**src/design/gmi_pkg.sv**
```systemverilog
`timescale 1ns / 1ps
// ----------------------------------------------------------------------------
// Grid mesh index generator package
// Shared widths, register codes, beat and job types, and the pass and
// position functions used by both the walker and the emitter.
// ----------------------------------------------------------------------------
package gmi_pkg;

  localparam int MAX_DIM     = 256;
  localparam int DIM_W       = 9;
  localparam int POS_W       = 8;
  localparam int COORD_W     = 11;
  localparam int STRIDE_W    = 12;
  localparam int IDX_W       = 17;
  localparam int CFG_IDX_W   = 3;
  localparam int CFG_DATA_W  = 9;
  localparam int MAX_RESULTS = 6;
  localparam int CNT_W       = 3;

  typedef enum logic [CFG_IDX_W-1:0] {
    REG_GRID_COLUMNS = 3'd0,
    REG_GRID_ROWS    = 3'd1,
    REG_START_X      = 3'd2,
    REG_START_Y      = 3'd3,
    REG_END_X        = 3'd4,
    REG_END_Y        = 3'd5,
    REG_MESH_MODE    = 3'd6
  } cfg_reg_t;

  typedef enum logic [1:0] {
    MODE_SMOOTH_TRI  = 2'd0,
    MODE_SMOOTH_LINE = 2'd1,
    MODE_FLAT_TRI    = 2'd2,
    MODE_FLAT_LINE   = 2'd3
  } mesh_mode_t;

  localparam logic PASS_FIRST  = 1'b0;
  localparam logic PASS_SECOND = 1'b1;

  typedef logic signed [COORD_W-1:0] coord_t;

  localparam coord_t COORD_ONE = coord_t'(1);
  localparam coord_t COORD_TWO = coord_t'(2);

  typedef struct packed {
    logic [DIM_W-1:0] grid_columns;
    logic [DIM_W-1:0] grid_rows;
    logic [POS_W-1:0] start_x;
    logic [POS_W-1:0] start_y;
    logic [POS_W-1:0] end_x;
    logic [POS_W-1:0] end_y;
    mesh_mode_t       mesh_mode;
  } cfg_t;

  localparam cfg_t CFG_RESET = '{
    grid_columns: DIM_W'(2),
    grid_rows:    DIM_W'(2),
    start_x:      '0,
    start_y:      '0,
    end_x:        POS_W'(1),
    end_y:        POS_W'(1),
    mesh_mode:    MODE_SMOOTH_TRI
  };

  typedef struct packed {
    logic restart;
  } in_beat_t;

  typedef struct packed {
    logic [IDX_W-1:0] vertex_index;
    logic             last_of_item;
    logic             mesh_done;
  } out_beat_t;

  typedef struct packed {
    coord_t sx;
    coord_t sy;
    coord_t ex;
    coord_t ey;
  } bounds_t;

  typedef struct packed {
    logic   ph;
    coord_t i;
    coord_t k;
  } pos_t;

  typedef struct packed {
    logic ok;
    pos_t pos;
  } step_t;

  typedef struct packed {
    logic   ok;
    coord_t r0;
    coord_t r1;
    coord_t c0;
    coord_t c1;
  } range_t;

  typedef struct packed {
    pos_t    pos;
    bounds_t bnd;
  } job_t;

  typedef struct packed {
    logic valid;
    job_t job;
  } job_req_t;

  typedef struct packed {
    logic free;
    logic mesh_end;
  } emit_status_t;

  // Row and column range of one pass; ok is low when the pass does not
  // exist in this mode or its range is empty.
  function automatic range_t pass_range(input logic ph, input mesh_mode_t mode,
                                        input bounds_t bnd);
    range_t rg;
    logic   exists;
    exists = 1'b1;
    rg.ok  = 1'b0;
    rg.r0  = bnd.sy;
    rg.c0  = bnd.sx;
    rg.r1  = bnd.ey;
    rg.c1  = bnd.ex;
    unique case (mode)
      MODE_SMOOTH_TRI: begin
        exists = (ph == PASS_FIRST);
        rg.r1  = bnd.ey - COORD_ONE;
        rg.c1  = bnd.ex - COORD_ONE;
      end
      MODE_SMOOTH_LINE: begin
        if (ph == PASS_FIRST) begin
          rg.c1 = bnd.ex - COORD_ONE;
        end else begin
          rg.r1 = bnd.ey - COORD_ONE;
        end
      end
      MODE_FLAT_TRI: begin
        exists = (ph == PASS_FIRST);
        rg.r1  = bnd.ey - COORD_TWO;
        rg.c1  = bnd.ex - COORD_TWO;
      end
      MODE_FLAT_LINE: begin
        if (ph == PASS_FIRST) begin
          rg.c1 = bnd.ex - COORD_ONE;
        end else begin
          rg.r1 = bnd.ey - COORD_ONE;
          rg.c0 = '0;
          rg.c1 = '0;
        end
      end
      default: exists = 1'b0;
    endcase
    rg.ok = exists && (rg.r0 <= rg.r1) && (rg.c0 <= rg.c1);
    return rg;
  endfunction

  // First position of the first pass that has anything in it.
  function automatic step_t seek_first(input mesh_mode_t mode, input bounds_t bnd);
    range_t g0;
    range_t g1;
    step_t  st;
    g0        = pass_range(PASS_FIRST, mode, bnd);
    g1        = pass_range(PASS_SECOND, mode, bnd);
    st.ok     = g0.ok;
    st.pos.ph = PASS_FIRST;
    st.pos.i  = g0.r0;
    st.pos.k  = g0.c0;
    if (!g0.ok && g1.ok) begin
      st.ok     = 1'b1;
      st.pos.ph = PASS_SECOND;
      st.pos.i  = g1.r0;
      st.pos.k  = g1.c0;
    end
    return st;
  endfunction

  // Position after p: next column, wrapping to the next row, then on to
  // the second pass when the current one is used up.
  function automatic step_t next_pos(input pos_t p, input mesh_mode_t mode,
                                     input bounds_t bnd);
    range_t g;
    range_t g1;
    step_t  st;
    coord_t i;
    coord_t k;
    g  = pass_range(p.ph, mode, bnd);
    g1 = pass_range(PASS_SECOND, mode, bnd);
    k  = p.k + COORD_ONE;
    i  = p.i;
    if (k > g.c1) begin
      k = g.c0;
      i = p.i + COORD_ONE;
    end
    st.pos.ph = p.ph;
    st.pos.i  = i;
    st.pos.k  = k;
    st.ok     = g.ok && (i >= g.r0) && (i <= g.r1) && (k >= g.c0) && (k <= g.c1);
    if (!st.ok && (p.ph == PASS_FIRST) && g1.ok) begin
      st.ok     = 1'b1;
      st.pos.ph = PASS_SECOND;
      st.pos.i  = g1.r0;
      st.pos.k  = g1.c0;
    end
    return st;
  endfunction

endpackage

```
**src/design/gmi_stream_if.sv**
```systemverilog
`timescale 1ns / 1ps
// ----------------------------------------------------------------------------
// Grid mesh stream channel
// Valid/ready channel carrying one payload beat of a configurable type.
// ----------------------------------------------------------------------------
interface gmi_stream_if #(
  parameter type payload_t = logic
);
  logic     valid;
  logic     ready;
  payload_t data;

  modport source (output valid, output data, input ready);
  modport sink (input valid, input data, output ready);
endinterface

```
**src/design/gmi_cfg.sv**
```systemverilog
`timescale 1ns / 1ps
// ----------------------------------------------------------------------------
// Grid mesh configuration registers
// Decodes register writes and saturates the grid dimensions at MAX_DIM.
// ----------------------------------------------------------------------------
module gmi_cfg (
  input  logic                            clk,
  input  logic                            rst_n,
  input  logic                            cfg_we,
  input  logic [gmi_pkg::CFG_IDX_W-1:0]   cfg_index,
  input  logic [gmi_pkg::CFG_DATA_W-1:0]  cfg_wdata,
  output gmi_pkg::cfg_t                   cfg
);
  import gmi_pkg::*;

  cfg_t             cfg_r;
  cfg_t             cfg_nxt;
  logic [DIM_W-1:0] dim_sat;

  always_comb begin
    dim_sat = cfg_wdata[DIM_W-1:0];
    if (int'(cfg_wdata[DIM_W-1:0]) > MAX_DIM) begin
      dim_sat = DIM_W'(MAX_DIM);
    end
    cfg_nxt = cfg_r;
    if (cfg_we) begin
      unique case (cfg_reg_t'(cfg_index))
        REG_GRID_COLUMNS: cfg_nxt.grid_columns = dim_sat;
        REG_GRID_ROWS:    cfg_nxt.grid_rows    = dim_sat;
        REG_START_X:      cfg_nxt.start_x      = cfg_wdata[POS_W-1:0];
        REG_START_Y:      cfg_nxt.start_y      = cfg_wdata[POS_W-1:0];
        REG_END_X:        cfg_nxt.end_x        = cfg_wdata[POS_W-1:0];
        REG_END_Y:        cfg_nxt.end_y        = cfg_wdata[POS_W-1:0];
        REG_MESH_MODE:    cfg_nxt.mesh_mode    = mesh_mode_t'(cfg_wdata[1:0]);
        default:          cfg_nxt              = cfg_r;
      endcase
    end
  end

  always_ff @(posedge clk) begin
    if (!rst_n) begin
      cfg_r <= CFG_RESET;
    end else begin
      cfg_r <= cfg_nxt;
    end
  end

  assign cfg = cfg_r;

endmodule

```
**src/design/gmi_walker.sv**
```systemverilog
`timescale 1ns / 1ps
// ----------------------------------------------------------------------------
// Grid mesh walker
// Clamps the region on restart and steps the cell or segment position,
// handing each new position to the emitter as a job.
// ----------------------------------------------------------------------------
module gmi_walker (
  input  logic                  clk,
  input  logic                  rst_n,
  input  gmi_pkg::cfg_t         cfg,
  input  gmi_pkg::emit_status_t status,
  gmi_stream_if.sink            in_if,
  output gmi_pkg::job_req_t     req
);
  import gmi_pkg::*;

  pos_t    pos_r;
  pos_t    pos_nxt;
  bounds_t bnd_r;
  bounds_t bnd_nxt;
  logic    finished_r;
  logic    finished_nxt;

  bounds_t bnd_new;
  step_t   sk;
  step_t   nx;
  logic    accept;
  logic    fin_eff;
  logic    end_form;

  // Last row or column of the region; in end form the bound may reach the
  // dimension itself.
  function automatic coord_t clamp_end(input logic [POS_W-1:0] e,
                                       input logic [DIM_W-1:0] dim,
                                       input logic ef);
    coord_t e_c;
    coord_t d_c;
    e_c = {{(COORD_W-POS_W){1'b0}}, e};
    d_c = {{(COORD_W-DIM_W){1'b0}}, dim};
    if (ef) begin
      return (e_c > d_c) ? d_c : e_c;
    end
    return (e_c >= d_c) ? d_c - COORD_ONE : e_c;
  endfunction

  function automatic coord_t clamp_start(input logic [POS_W-1:0] s, input coord_t e);
    coord_t s_c;
    s_c = {{(COORD_W-POS_W){1'b0}}, s};
    return (s_c > e) ? e - COORD_ONE : s_c;
  endfunction

  assign in_if.ready = status.free;
  assign accept      = in_if.valid && in_if.ready;
  assign end_form    = (cfg.mesh_mode == MODE_FLAT_TRI);

  always_comb begin
    bnd_new.ex = clamp_end(cfg.end_x, cfg.grid_columns, end_form);
    bnd_new.ey = clamp_end(cfg.end_y, cfg.grid_rows, end_form);
    bnd_new.sx = clamp_start(cfg.start_x, bnd_new.ex);
    bnd_new.sy = clamp_start(cfg.start_y, bnd_new.ey);
    sk         = seek_first(cfg.mesh_mode, bnd_new);
    nx         = next_pos(pos_r, cfg.mesh_mode, bnd_r);
    // The job in the emitter may already be the last of the mesh.
    fin_eff    = finished_r || status.mesh_end;

    pos_nxt       = pos_r;
    bnd_nxt       = bnd_r;
    finished_nxt  = finished_r;
    req.valid     = 1'b0;
    req.job.pos   = sk.pos;
    req.job.bnd   = bnd_new;

    if (accept) begin
      if (in_if.data.restart) begin
        bnd_nxt = bnd_new;
        if (sk.ok) begin
          pos_nxt      = sk.pos;
          finished_nxt = 1'b0;
          req.valid    = 1'b1;
        end else begin
          pos_nxt      = '0;
          finished_nxt = 1'b1;
        end
      end else if (fin_eff) begin
        finished_nxt = 1'b1;
      end else if (nx.ok) begin
        pos_nxt      = nx.pos;
        finished_nxt = 1'b0;
        req.valid    = 1'b1;
        req.job.pos  = nx.pos;
        req.job.bnd  = bnd_r;
      end else begin
        finished_nxt = 1'b1;
      end
    end else if (status.mesh_end) begin
      finished_nxt = 1'b1;
    end
  end

  always_ff @(posedge clk) begin
    if (!rst_n) begin
      pos_r      <= '0;
      bnd_r      <= '0;
      finished_r <= 1'b1;
    end else begin
      pos_r      <= pos_nxt;
      bnd_r      <= bnd_nxt;
      finished_r <= finished_nxt;
    end
  end

endmodule

```
**src/design/gmi_emitter.sv**
```systemverilog
`timescale 1ns / 1ps
// ----------------------------------------------------------------------------
// Grid mesh emitter
// Holds one job, forms its vertex indices and sends them one beat per cycle
// through the output register while out_if is ready, flagging the mesh end.
// ----------------------------------------------------------------------------
module gmi_emitter (
  input  logic                  clk,
  input  logic                  rst_n,
  input  gmi_pkg::cfg_t         cfg,
  input  gmi_pkg::job_req_t     req,
  output gmi_pkg::emit_status_t status,
  gmi_stream_if.source          out_if
);
  import gmi_pkg::*;

  localparam logic signed [STRIDE_W-1:0] STRIDE_TWO = STRIDE_W'(2);
  localparam logic [IDX_W-1:0]           IDX_ONE    = IDX_W'(1);
  localparam logic [CNT_W-1:0]           CNT_ONE    = CNT_W'(1);

  job_t                  job_r;
  job_t                  job_nxt;
  logic                  job_valid_r;
  logic                  job_valid_nxt;
  logic [CNT_W-1:0]      cnt_r;
  logic [CNT_W-1:0]      cnt_nxt;
  out_beat_t             beat_r;
  out_beat_t             beat_nxt;
  logic                  out_valid_r;
  logic                  out_valid_nxt;

  logic signed [STRIDE_W-1:0]         cols_s;
  logic signed [STRIDE_W-1:0]         stride;
  logic signed [COORD_W+STRIDE_W-1:0] prod;
  logic [IDX_W-1:0]                   rb;
  logic [IDX_W-1:0]                   kx;
  logic [IDX_W-1:0]                   sx;
  logic [IDX_W-1:0]                   exx;
  logic [IDX_W-1:0]                   base;
  logic [IDX_W-1:0]                   up;
  logic [IDX_W-1:0]                   vtx [MAX_RESULTS];
  logic [CNT_W-1:0]                   n_vtx;
  step_t                              after;
  logic                               done;
  logic                               last;
  logic                               out_load;
  logic                               emit;

  function automatic logic [IDX_W-1:0] widen(input logic signed [STRIDE_W-1:0] v);
    return {{(IDX_W-STRIDE_W){v[STRIDE_W-1]}}, v};
  endfunction

  // Index arithmetic wraps modulo the index width, so negative terms are
  // carried as sign-extended two's complement.
  always_comb begin
    cols_s = {{(STRIDE_W-DIM_W){1'b0}}, cfg.grid_columns};
    if (cfg.mesh_mode == MODE_FLAT_TRI || cfg.mesh_mode == MODE_FLAT_LINE) begin
      stride = (cols_s <<< 1) - STRIDE_TWO;
    end else begin
      stride = cols_s;
    end
    prod = (COORD_W+STRIDE_W)'(job_r.pos.i) * (COORD_W+STRIDE_W)'(stride);
    rb   = prod[IDX_W-1:0];
    kx   = widen(STRIDE_W'(job_r.pos.k));
    sx   = widen(stride);
    exx  = widen(STRIDE_W'(job_r.bnd.ex));

    base  = rb + kx;
    up    = base + sx;
    n_vtx = CNT_W'(2);
    for (int j = 0; j < MAX_RESULTS; j++) begin
      vtx[j] = base;
    end

    case (cfg.mesh_mode)
      MODE_SMOOTH_TRI, MODE_FLAT_TRI: begin
        if (cfg.mesh_mode == MODE_FLAT_TRI) begin
          base = rb + (kx << 1);
        end
        up     = base + sx;
        vtx[0] = base + IDX_ONE;
        vtx[1] = up;
        vtx[2] = base;
        vtx[3] = up + IDX_ONE;
        vtx[4] = up;
        vtx[5] = base + IDX_ONE;
        n_vtx  = CNT_W'(MAX_RESULTS);
      end
      MODE_SMOOTH_LINE: begin
        vtx[0] = base;
        vtx[1] = (job_r.pos.ph == PASS_FIRST) ? base + IDX_ONE : base + sx;
      end
      MODE_FLAT_LINE: begin
        if (job_r.pos.ph == PASS_FIRST) begin
          base   = rb + (kx << 1);
          vtx[0] = base;
          vtx[1] = base + IDX_ONE;
          vtx[2] = base;
          vtx[3] = base + sx;
          // The bottom row has no vertical pair.
          if (job_r.pos.i < job_r.bnd.ey) begin
            n_vtx = CNT_W'(4);
          end
        end else begin
          base   = rb + (exx << 1) - IDX_ONE;
          vtx[0] = base;
          vtx[1] = base + sx;
        end
      end
      default: n_vtx = CNT_W'(2);
    endcase

    after    = next_pos(job_r.pos, cfg.mesh_mode, job_r.bnd);
    done     = !after.ok;
    last     = (cnt_r == n_vtx - CNT_ONE);
    out_load = !out_valid_r || out_if.ready;
    emit     = job_valid_r && out_load;

    status.free     = !job_valid_r || (emit && last);
    status.mesh_end = job_valid_r && done;

    out_valid_nxt = out_valid_r;
    beat_nxt      = beat_r;
    if (out_load) begin
      out_valid_nxt = job_valid_r;
      if (job_valid_r) begin
        beat_nxt.vertex_index = vtx[cnt_r];
        beat_nxt.last_of_item = last;
        beat_nxt.mesh_done    = last && done;
      end
    end

    cnt_nxt = cnt_r;
    if (emit) begin
      cnt_nxt = last ? '0 : cnt_r + CNT_ONE;
    end

    job_nxt       = job_r;
    job_valid_nxt = job_valid_r;
    if (req.valid) begin
      job_nxt       = req.job;
      job_valid_nxt = 1'b1;
    end else if (emit && last) begin
      job_valid_nxt = 1'b0;
    end
  end

  always_ff @(posedge clk) begin
    if (!rst_n) begin
      job_valid_r <= 1'b0;
      out_valid_r <= 1'b0;
      cnt_r       <= '0;
    end else begin
      job_valid_r <= job_valid_nxt;
      out_valid_r <= out_valid_nxt;
      cnt_r       <= cnt_nxt;
    end
  end

  always_ff @(posedge clk) begin
    job_r  <= job_nxt;
    beat_r <= beat_nxt;
  end

  assign out_if.valid = out_valid_r;
  assign out_if.data  = beat_r;

endmodule

```
**src/design/grid_mesh_index_generator_unit.sv**
```systemverilog
`timescale 1ns / 1ps
// An item's job is registered in the emitter's job register, then its first index in the
// output register. Indices leave one per cycle while the output is ready; an item gives
// 6 indices for triangles and 2 or 4 for lines, all through the single output register.
// A new beat is taken in the cycle the last index of the previous one is registered.
// Reset: all registers but the job and output data return to their defaults and the
// generator is finished, so only a restart produces indices.
// ----------------------------------------------------------------------------
// Grid mesh index generator
// Streams triangle or line vertex indices over a clamped region of a grid.
// ----------------------------------------------------------------------------
module grid_mesh_index_generator_unit (
  input  logic                            clk,
  input  logic                            rst_n,
  input  logic                            cfg_we,
  input  logic [gmi_pkg::CFG_IDX_W-1:0]   cfg_index,
  input  logic [gmi_pkg::CFG_DATA_W-1:0]  cfg_wdata,
  gmi_stream_if.sink                      in_if,
  gmi_stream_if.source                    out_if
);
  import gmi_pkg::*;

  cfg_t         cfg;
  job_req_t     req;
  emit_status_t status;

  gmi_cfg u_cfg (
    .clk       (clk),
    .rst_n     (rst_n),
    .cfg_we    (cfg_we),
    .cfg_index (cfg_index),
    .cfg_wdata (cfg_wdata),
    .cfg       (cfg)
  );

  gmi_walker u_walker (
    .clk    (clk),
    .rst_n  (rst_n),
    .cfg    (cfg),
    .status (status),
    .in_if  (in_if),
    .req    (req)
  );

  gmi_emitter u_emitter (
    .clk    (clk),
    .rst_n  (rst_n),
    .cfg    (cfg),
    .req    (req),
    .status (status),
    .out_if (out_if)
  );

endmodule

```
**src/flat_wrapper.sv**
```systemverilog
// flat-port wrapper written by rule: the top's interface ports become plain ports
module grid_mesh_index_generator_unit_flat import gmi_pkg::*;
  (clk, rst_n, cfg_we, cfg_index, cfg_wdata, in_if_valid, in_if_data, in_if_ready, out_if_valid, out_if_data, out_if_ready);
  gmi_stream_if #(.payload_t(in_beat_t)) in_if_i ();
  gmi_stream_if #(.payload_t(out_beat_t)) out_if_i ();
  input  logic clk;
  input  logic rst_n;
  input  logic cfg_we;
  input  logic [gmi_pkg::CFG_IDX_W-1:0] cfg_index;
  input  logic [gmi_pkg::CFG_DATA_W-1:0] cfg_wdata;
  input wire logic [$bits(in_if_i.valid)-1:0] in_if_valid;
  input wire logic [$bits(in_if_i.data)-1:0] in_if_data;
  output wire logic [$bits(in_if_i.ready)-1:0] in_if_ready;
  output wire logic [$bits(out_if_i.valid)-1:0] out_if_valid;
  output wire logic [$bits(out_if_i.data)-1:0] out_if_data;
  input wire logic [$bits(out_if_i.ready)-1:0] out_if_ready;
  assign in_if_i.valid = in_if_valid;
  assign in_if_i.data = in_if_data;
  assign in_if_ready = in_if_i.ready;
  assign out_if_valid = out_if_i.valid;
  assign out_if_data = out_if_i.data;
  assign out_if_i.ready = out_if_ready;
  grid_mesh_index_generator_unit u_core (.clk(clk), .rst_n(rst_n), .cfg_we(cfg_we), .cfg_index(cfg_index), .cfg_wdata(cfg_wdata), .in_if(in_if_i), .out_if(out_if_i));
endmodule
```
**config.mk**
```make
export PLATFORM = sky130hd
export DESIGN_NAME = grid_mesh_index_generator_unit_flat
export DESIGN_NICKNAME = d
export VERILOG_FILES = /design/src/design/gmi_pkg.sv /design/src/design/gmi_stream_if.sv /design/src/design/gmi_cfg.sv /design/src/design/gmi_walker.sv /design/src/design/gmi_emitter.sv /design/src/design/grid_mesh_index_generator_unit.sv /design/src/flat_wrapper.sv
export SDC_FILE = /design/constraint.sdc
export NUM_CORES = 2
export LEC_CHECK = 0
export ABC_AREA = 1
export BUFFER_PORTS_ARGS = -buffer_cell sky130_fd_sc_hd__clkbuf_2
export CELL_PAD_IN_SITES_DETAIL_PLACEMENT = 2
export CELL_PAD_IN_SITES_GLOBAL_PLACEMENT = 2
export CORE_MARGIN = 3
export CORE_UTILIZATION = 41
export CTS_BUF_LIST = sky130_fd_sc_hd__clkbuf_4
export DETAILED_ROUTE_END_ITERATION = 16
export GPL_ROUTABILITY_DRIVEN = 1
export GPL_TIMING_DRIVEN = 0
export HOLD_SLACK_MARGIN = 0.03
export MAX_ROUTING_LAYER = met4
export PLACE_DENSITY = 0.95
export SETUP_SLACK_MARGIN = 0.02
export SLEW_MARGIN = 25
export SYNTH_ARGS = -nofsm -noshare
export SYNTH_HDL_FRONTEND = slang
export SYNTH_HIERARCHICAL = 1
export SYNTH_SLANG_ARGS = --single-unit
```
**constraint.sdc**
```tcl
create_clock -name clk -period 25.9 [get_ports clk]
set_input_delay 2.59 -clock clk [delete_from_list [all_inputs] [get_ports clk]]
set_output_delay 2.59 -clock clk [all_outputs]
set_load 0.005 [all_outputs]
```
==> metrics.txt <==
Vias per Instance 6.94; largest net degree at the start of global routing 51; TritonRoute pass-1 iters 7; Worst Tran Pin Value 2.43 ns; # port buffers 36; Synth Warn # 6; H-tree depth 3; Vias 45759; fmax 71.6 MHz; register clock-pin slew on the reported worst setup and hold paths 0.07 ns; final wirelength 239000 um; final setup fails 0; WS Path Type flop to flop; CTS tree built; Initial Util 41.6%; layout cells sized above 1 7.41%; area grow syn2layout 7.82%; Routability Congestion 0.990; syn avg cell area 6.48 um^2; Syn Inst Count 5305; status finished, violations left; GRT Total Usage 52.8%; setup TNS 0 ns; failing checks max-capacitance violations, max-slew violations; Static Leak 18.5 nW; RSZ-0062 raised after global routing false; chip width 296 um; quantity of gates resized following cts 0; initial antenna violation count 30; detailed-route wire length per cell 36.2 um; Nets 5985; VDD IR max 0.0916 mV; hold buffers post-CTS 0; register area 5050 um^2; full die area 87400 um^2; Fin. Hold Viols 0; Top FF cell, synth dfxtp_1; worst hold slack 0.515 ns; Worst Path Max Fanout 50; most used cell, CP clkbuf_1; Slew Limit Fails 10; area of the multi-input gates 25300 um^2; max cap viols 4; Critical Path RT 26.36 ns; clock sinks 209; Core Footprint 82600 um^2; row cnt 105; Slowest-stage cell, CP a211oi_1; #FFs+latches synth 209; Max-slew headroom -63.5%; fill count 10087; crit-path max cell delay 1.88 ns; grt ovf 0; async set or reset register ratio after synthesis 0%; commonest non-fill, non-tap cell in the layout nand2_1; post-route antenna net violation count 0; first-pass GRT wire length 331000 um; Synth Cell Area 34400 um^2; CP Data Arrival Time 14.43 ns; PD cells 145 nW/um^2; Final period util 53.9%; CTS buffer count 66; Netlist cell types 80; CP endpoint kind flop; drt initial violations 5141; CP Launch Type flop; Residual DRC 0; sequential-to-total area share from yosys stat 14.7%; Setup Skew 0.149 ns; latest clock arrival within the worst-skew pair 0.93 ns; fin crit period 13.97 ns; Post-synth EDFFs 86; Die Ht 296 um; DP HPWL 162000 um; vias in the first global route 49457; Clock Tree Buf Depth 3; commonest non-fill, non-tap cells in the layout nand2_1 (1071), inv_1 (858), nor2_1 (516); IO Pins 39; post-synth net total 5876; Hold Crit Class flop to flop; Root Driver clkbuf_4; post-CTS setup buffer count 0
## kinds of logic (layout without fill, tap and decap cells)
kind of cell / after synthesis / in the layout / share of synthesized area [%]
and+or+nand+nor: 2145 / 2145 / 27.1
buffers and inverters: 1079 / 1239 / 12.2
AOI/OAI and AO/OA: 1163 / 1163 / 19.8
other: 0 / 56 / 0
adders and majority gates: 553 / 553 / 22.1
DFF: 209 / 209 / 14.7
xor gates and xnor gates: 156 / 156 / 4.12
## Yosys cell counts, types with 16 or more instances
library cell	instances	area (um^2)
a211oi_1	26	195
a21o_1	16	120
a21oi_1	378	1890
a221oi_1	27	236
a31oi_1	24	150
buf_2	23	115
clkbuf_1	109	409
dfxtp_1	123	2460
edfxtp_1	86	2580
fa_1	91	1820
ha_1	462	5780
inv_1	860	3230
inv_2	39	146
nand2_1	1071	4020
nand2_2	30	188
nand3_1	259	1300
nand3_2	24	240
nand3b_1	20	150
nand4_1	58	363
nor2_1	518	1940
nor2_2	18	113
nor3_1	59	295
nor4_1	21	131
o2111ai_1	20	175
o211ai_1	48	360
o21ai_0	408	2040
o21ai_1	48	240
o21ai_2	16	140
o221ai_1	22	193
o22ai_1	27	169
o31ai_1	17	128
xnor2_1	23	201
xor2_1	126	1100
## critical path: cells and delay by family (launching register included)
| family | cells | cell delay, ns |
|---|---|---|
| XOR/XNOR | 2 | 0.45 |
| adder cells (fa/ha/maj) | 2 | 0.87 |
| buffers and inverters | 7 | 3.12 |
| flip-flops | 1 | 0.80 |
| AND/OR/NAND/NOR | 12 | 4.06 |
| AO/OA/AOI/OAI | 7 | 4.17 |
## stage by stage
stage	utilization [%]	cells	power (mW)	cell area (um^2)	setup WS, ns
2_1_floorplan	-	5305	3.03	34400	16.59
3_3_place_gp	43.5	6411	4.00	35900	12.27
3_5_place_dp	43.6	6415	4.39	36000	13.33
4_1_cts	44.6	6534	4.98	36900	13.27
5_1_grt	44.9	6584	5.62	37100	11.80
6_report	44.9	6591	5.38	37100	11.93
## where the power goes
group          switching [mW]  total [mW]  internal, mW
sequential             0.0712       0.481         0.410
clock                   0.220       0.401         0.180
combinational            3.26        4.50          1.24
total                    3.55        5.38          1.83
## worst paths after layout
kind | from | end | slack (ns) | depth (start not counted)
max | u_core/u_cfg/cfg[0] | u_core/u_emitter/job_r[26] | 11.93 | 30
max reg2reg | u_core/u_cfg/cfg[0] | u_core/u_emitter/job_r[26] | 11.93 | 30
min | u_core/u_cfg/cfg[24] | u_core/u_cfg/cfg[24] | 0.51 | 2
min reg2reg | u_core/u_cfg/cfg[24] | u_core/u_cfg/cfg[24] | 0.51 | 2
## cell type report
type,count,area share (%)
Inverter,915,9.29
Tap cell,1070,3.61
Clock inverter,32,0.557
Sequential cell,209,13.6
Timing Repair Buffer,41,0.641
Multi-Input combinational cell,4017,68.1
Antenna cell,56,0.378
Clock buffer,87,1.76
Buffer,164,2.02
## state kept, by name, summed over array words and instances (netlist names)
name	count
u_core/u_emitter/job_valid_r	1
u_core/u_emitter/job_r	56
u_core/u_emitter/cnt_r	3
u_core/u_walker/pos_r	23
u_core/u_emitter/out_if.valid	1
u_core/u_walker/finished_r	1
u_core/u_cfg/cfg	52
u_core/u_emitter/exx	11
u_core/u_emitter/out_if.data	19
u_core/u_walker/bnd_r	42
## per-layer routing
layer,vias to the layer above,GRT usage (%),routed length [um]
met5,-,-,0
li1,17892,-,-
met2,3645,81.5,103000
met4,0,54.8,31900
met1,22076,50.5,77900
met3,2146,17.7,25400
Note: power is estimated with default switching activity, not from simulation.
